`src/hdl/bis_pkg.sv`:
```
// Package for the bilinear image scaler: sizes, fixed-point widths, register
// indexes and the control/status structs shared by controller and datapath.
// No dependencies.
package bis_pkg;

  // Source image capacity and fixed-point format
  localparam int MAX_WIDTH  = 256;
  localparam int MAX_HEIGHT = 256;
  localparam int FRAC_BITS  = 8;

  // Field widths
  localparam int COORD_BITS  = 11;
  localparam int CHAN_BITS   = 8;
  localparam int PIXEL_BITS  = 3 * CHAN_BITS;
  localparam int SCALE_BITS  = 10;
  localparam int DIM_BITS    = 9;
  localparam int SIZE_BITS   = 12;
  localparam int CFG_IDX_BITS  = 2;
  localparam int CFG_DATA_BITS = 10;

  // Percent base and derived coordinate widths
  localparam int PCT       = 100;
  localparam int NUM_BITS  = COORD_BITS + $clog2(PCT) + FRAC_BITS;
  localparam int IDX_BITS  = NUM_BITS - FRAC_BITS + 1;
  localparam int ONE       = 1 << FRAC_BITS;
  localparam int WT_BITS   = FRAC_BITS + 1;
  localparam int W_BITS    = 2 * FRAC_BITS + 1;
  localparam int ACC_BITS  = CHAN_BITS + W_BITS;
  localparam int MEM_DEPTH = MAX_WIDTH * MAX_HEIGHT;
  localparam int ADDR_BITS = $clog2(MEM_DEPTH);
  localparam int STEP_CNT_BITS = $clog2(NUM_BITS + 1);

  // Scaled size: (dim * scale + PCT/2) / PCT by reciprocal multiply
  localparam int SPROD_BITS  = DIM_BITS + SCALE_BITS + 1;
  localparam int RECIP_SHIFT = 27;
  localparam longint RECIP   = ((64'd1 << RECIP_SHIFT) + PCT - 1) / PCT;
  localparam int RECIP_BITS  = 21;
  localparam int RPROD_BITS  = SPROD_BITS + RECIP_BITS;
  localparam int SIZE_MAX    = (1 << SIZE_BITS) - 1;

  // Register indexes
  localparam logic [CFG_IDX_BITS-1:0] CFG_SCALE  = 2'd0;
  localparam logic [CFG_IDX_BITS-1:0] CFG_WIDTH  = 2'd1;
  localparam logic [CFG_IDX_BITS-1:0] CFG_HEIGHT = 2'd2;

  // Commands on the input word
  localparam logic CMD_STORE   = 1'b0;
  localparam logic CMD_COMPUTE = 1'b1;

  // Controller to datapath commands
  typedef struct packed {
    logic       store;     // write the input pixel
    logic       load;      // latch coordinates and start the dividers
    logic       div_step;  // one divider iteration
    logic       chk;       // latch weights and inside flag, clear sums
    logic [1:0] rd_sel;    // neighbor being addressed
    logic       mac_en;    // accumulate the pixel read last cycle
    logic [1:0] mac_sel;   // neighbor whose data is on the read port
    logic       out_load;  // load the output register
  } ctl_t;

  // Datapath to controller status
  typedef struct packed {
    logic in_src;
  } sts_t;

endpackage

```
`src/hdl/bis_ctrl.sv`:
```
// Controller of the bilinear image scaler: sequences store, divide, neighbor
// reads and output handoff; owns the handshakes. Depends on bis_pkg.
module bis_ctrl (
  input  logic          clk,
  input  logic          rst_n,
  input  logic          in_valid,
  input  logic          in_cmd,
  output logic          in_ready,
  input  logic          out_ready,
  output logic          out_valid,
  input  bis_pkg::sts_t sts,
  output bis_pkg::ctl_t ctl
);
  import bis_pkg::*;

  localparam logic [2:0] ST_IDLE  = 3'd0;
  localparam logic [2:0] ST_DIV   = 3'd1;
  localparam logic [2:0] ST_CHECK = 3'd2;
  localparam logic [2:0] ST_READ  = 3'd3;
  localparam logic [2:0] ST_LAST  = 3'd4;
  localparam logic [2:0] ST_DONE  = 3'd5;

  logic [2:0]               state_r, state_nxt;
  logic [STEP_CNT_BITS-1:0] cnt_r, cnt_nxt;
  logic                     out_valid_r, out_valid_nxt;
  logic                     out_free;

  assign out_free = !out_valid_r || out_ready;
  assign in_ready = (state_r == ST_IDLE);
  assign out_valid = out_valid_r;

  // Next state and commands
  always_comb begin
    state_nxt = state_r;
    cnt_nxt   = cnt_r;
    ctl       = '0;
    case (state_r)
      ST_IDLE: begin
        if (in_valid) begin
          if (in_cmd == CMD_STORE) begin
            ctl.store = 1'b1;
          end else begin
            ctl.load  = 1'b1;
            cnt_nxt   = '0;
            state_nxt = ST_DIV;
          end
        end
      end
      ST_DIV: begin
        ctl.div_step = 1'b1;
        cnt_nxt      = cnt_r + STEP_CNT_BITS'(1);
        if (cnt_r == STEP_CNT_BITS'(NUM_BITS - 1)) begin
          state_nxt = ST_CHECK;
        end
      end
      ST_CHECK: begin
        ctl.chk   = 1'b1;
        cnt_nxt   = '0;
        state_nxt = sts.in_src ? ST_READ : ST_DONE;
      end
      ST_READ: begin
        ctl.rd_sel  = cnt_r[1:0];
        ctl.mac_en  = (cnt_r[1:0] != 2'd0);
        ctl.mac_sel = cnt_r[1:0] - 2'd1;
        cnt_nxt     = cnt_r + STEP_CNT_BITS'(1);
        if (cnt_r[1:0] == 2'd3) begin
          state_nxt = ST_LAST;
        end
      end
      ST_LAST: begin
        ctl.mac_en  = 1'b1;
        ctl.mac_sel = 2'd3;
        state_nxt   = ST_DONE;
      end
      ST_DONE: begin
        if (out_free) begin
          ctl.out_load = 1'b1;
          state_nxt    = ST_IDLE;
        end
      end
      default: begin
        state_nxt = ST_IDLE;
      end
    endcase
  end

  // Output valid: set on load, drop when taken
  always_comb begin
    out_valid_nxt = out_valid_r;
    if (ctl.out_load) begin
      out_valid_nxt = 1'b1;
    end else if (out_ready) begin
      out_valid_nxt = 1'b0;
    end
  end

  always_ff @(posedge clk) begin
    if (!rst_n) begin
      state_r     <= ST_IDLE;
      cnt_r       <= '0;
      out_valid_r <= 1'b0;
    end else begin
      state_r     <= state_nxt;
      cnt_r       <= cnt_nxt;
      out_valid_r <= out_valid_nxt;
    end
  end

endmodule

```
`config.mk`:
```
export PLATFORM = sky130hd
export DESIGN_NAME = bis_ctrl
export DESIGN_NICKNAME = d
export VERILOG_FILES = /design/src/hdl/bis_pkg.sv /design/src/hdl/bis_ctrl.sv
export SDC_FILE = /design/constraint.sdc
export NUM_CORES = 1
export LEC_CHECK = 0
export BUFFER_PORTS_ARGS = -buffer_cell sky130_fd_sc_hd__buf_2
export CAP_MARGIN = 15
export CORE_MARGIN = 2
export CORE_UTILIZATION = 43
export DETAILED_ROUTE_END_ITERATION = 12
export GPL_ROUTABILITY_DRIVEN = 0
export GPL_TIMING_DRIVEN = 0
export PLACE_DENSITY = 0.69
export REMOVE_ABC_BUFFERS = 1
export SYNTH_ARGS = -nofsm -noshare
export SYNTH_HDL_FRONTEND = slang
export SYNTH_SLANG_ARGS = --single-unit
```
`constraint.sdc`:
```
create_clock -name clk -period 3.95 [get_ports clk]
set_clock_uncertainty 0.1 [all_clocks]
set_input_delay 0 -clock clk [delete_from_list [all_inputs] [get_ports clk]]
set_output_delay 0 -clock clk [all_outputs]
set_load 0.05 [all_outputs]
```
==> out/results.tsv <==
stage	metric	value	unit
min_path	hold_sp	out_ready	
setup_path	CP Launch Type	flop	
drt	DRC	0	
drt	Starting DRT DRC Count	12	
layout	Area growth, synth to finish	24.95	%
layout	layout cells sized above 1	0.2449	
setup_path	worst path bufs/invs	1	
power_and_ir_drop	leak pwr	0.3217	nW
clocking	Clock Pin Slew Worst Setup and Hold Paths	0.06	ns
power_and_ir_drop	P per Cell Area	280.4	nW/um^2
floorplan	Die X	41.26	microns
global_route	pin count of the biggest net entering global routing	19	
timing	Tcrit/Tclk final	0.4588	
timing	minimum clock period	1.812	ns
floorplan	Initial Util	0.4587	
drt	DR vias	583	
power_and_ir_drop	VDD IR max	183.4	uV
clocking	Worst-Skew Late Latency	0.26	ns
synth	register area share after synthesis	0.3019	
placement	Port-buffer cells	17	
power_and_ir_drop	Power Total	0.2091	mW
setup_path	CP Capture Type	primary output	
drt	DRT Pass-1 Iters	4	
global_route	GR Overflow Total	0	
setup_path	Setup crit start	state_r[0]	
global_route	initial antenna violation count	0	
clocking	Clock Sinks	9	
synth	Seq cells post-synth	9	
placement	placed wire-length estimate	922.7	microns
synth	Mapped Area	596.8	sq um
global_route	gr usage total	0.1730	
min_path	type of the worst min-delay path	primary input to flop	
layout	fill count	137	
timing	hold_ws	0.007533	ns
drt	Vias/cell	5.159	
clocking	H-Tree Level Count	1	
setup_path	Cell Chain, Critical Path	nor2b_1, nand2_1, o21ai_0, buf_2	
layout	diode count	0	
timing	relative slew slack	0.6538	
layout	fin nets	108	
run_status	status	complete, no violations	
clocking	Inserted Clock Buffers	3	
floorplan	CORE AREA	1301	sq um
setup_path	critical path data arrival time	1.71	ns
drt	DRT antenna net count	0	
placement	Placement Setup Slack	2.387	ns
setup_path	critical path class	flop to primary output	
setup_path	worst stage delay on the critical path	0.58	ns
setup_path	slowest CP cell	dfxtp_1	
timing	highest clock rate	0.5518	GHz
drt	total wire length	1231	microns
synth	top-area cell type share of the netlist area	0.3019	
synth	cell type with the largest total area after synthesis	dfxtp_1	
setup_path	Top Family by Delay on Critical Path	flip-flops	
timing	Fin Setup TNS	0	ns
timing	endpoints failing hold	0	
floorplan	die height	41.26	microns
synth	Mapped Cells	77	
synth	Mean Syn Cell Area	7.751	sq um
clocking	Clock Tree Buf Depth	2	
global_route	vias in the first global route	472	
synth	synth unique cells	30	
clocking	Setup Buffers After CTS	0	
timing	Final WS setup	2.138	ns
drt	WL/cell	10.89	microns
floorplan	die area	1702	sq um
floorplan	Ports	18	
timing	final slew viol count	0	
clocking	Clock Root Buffer	clkbuf_4	
global_route	first-pass GRT wire length	1938	microns
synth	largest cells by area after synthesis	dfxtp_1 (30%), ha_1 (6.3%), nor2_1 (6.3%)	
synth	Yosys warning total	0	
timing	final setup violating endpoints	0	
setup_path	Critical Path RT	3.85	ns
floorplan	Rows	13	
setup_path	maximum fanout along the worst path	13	
job	maxcap violations	0	
setup_path	RR Startpoint	state_r[2]	
clocking	CTS tree	built	
timing	Worst-Margin Slew	0.5186	ns
timing	RSZ-0062 raised after global routing	no	
metrics by stage:
step / instance area (sq um) / utilization / std cells
after floorplan: 575.6 / - / 73
after global placement: 679.4 / 0.5221 / 105
after detailed placement: 679.4 / 0.5221 / 105
after CTS: 745.7 / 0.5731 / 113
after global routing: 745.7 / 0.5731 / 113
final: 745.7 / 0.5731 / 113
sequential cells by signal, indices dropped and copies added, names as in the netlist:
signal and cells:
out_valid 1, state_r 3, cnt_r 5
per-layer routing:
layer	wire length [microns]	track usage	up-vias	part of all wire
met4	21	0.09677	0	0.017
met2	530	0.2578	13	0.43
met3	61	0.03261	4	0.050
met1	617	0.2305	260	0.50
met5	0	0	-	0
li1	-	-	306	-
area by class of cell:
type | instances | area (sq um) | area share
clock buffers | 4 | 26.28 | 0.03523
inverters | 5 | 18.77 | 0.02517
multi-input cells | 59 | 376.6 | 0.5050
flip-flops and latches | 9 | 180.2 | 0.2416
well taps | 15 | 18.77 | 0.02517
repair buffers | 21 | 125.1 | 0.1678
worst reg2reg max path: cells and delay by family (launching register included):
kind / cells / cell delay [ns]
AOI/OAI and AO/OA: 1 / 0.10
and+or+nand+nor: 3 / 0.83
DFF: 1 / 0.47
power breakdown:
group,internal [mW],total (mW),switching [mW]
combinational,0.0151,0.0392,0.0241
clock,0.0389,0.0733,0.0343
sequential,0.0925,0.0967,0.00422
worst paths after layout:
check,endpoint,slack [ns],cells past startpoint
hold / removal,out_valid,0.008,3
setup / recovery,ctl[2],2.14,4
setup reg to reg,state_r[1],2.38,4
hold reg to reg,cnt_r[4],0.43,2
cells in the mapped netlist:
cell / instances
a211oi_2: 1
a21o_1: 1
a21oi_1: 3
a221oi_2: 1
a22oi_1: 1
a2bb2oi_1: 1
a31oi_1: 1
a32o_1: 1
and4bb_2: 1
buf_2: 2
buf_4: 1
clkbuf_1: 1
dfxtp_1: 9
ha_1: 3
inv_1: 5
mux2i_1: 1
nand2_1: 8
nand2b_1: 3
nand3_1: 2
nor2_1: 10
nor2b_1: 3
nor3_1: 4
nor3b_1: 3
o211ai_1: 1
o21ai_0: 3
o31ai_1: 1
or2_2: 1
or3_1: 1
or4_1: 1
xnor2_1: 3
cells in the final DEF (no fill, tap or decap), types with 2 or more instances in the layout:
cell / count
dlygate4sd3_1: 4
nor3_1: 4
nand3_1: 2
nand2_1: 8
nor2b_1: 3
inv_1: 5
o21ai_0: 3
a21oi_1: 3
dfxtp_1: 9
ha_1: 3
xnor2_1: 3
nand2b_1: 3
nor2_1: 10
clkbuf_4: 3
buf_2: 17
nor3b_1: 3
cells by family (layout without fill, tap and decap cells):
group	after synthesis	in the layout	synth area share
AND/OR/NAND/NOR	37	37	0.3187
buffers and inverters	9	30	0.06709
flip-flops	9	9	0.3019
XOR/XNOR	3	3	0.04403
AO/OA/AOI/OAI	15	15	0.1887
adder cells (fa/ha/maj)	3	3	0.06290
multiplexers	1	1	0.01677
repair_timing:
item                      in CTS  in global routing
hold endpoints to repair       6                  0
hold buffers                   4                  0
resized for setup              0                  0
(Power assumes the default switching activity.)
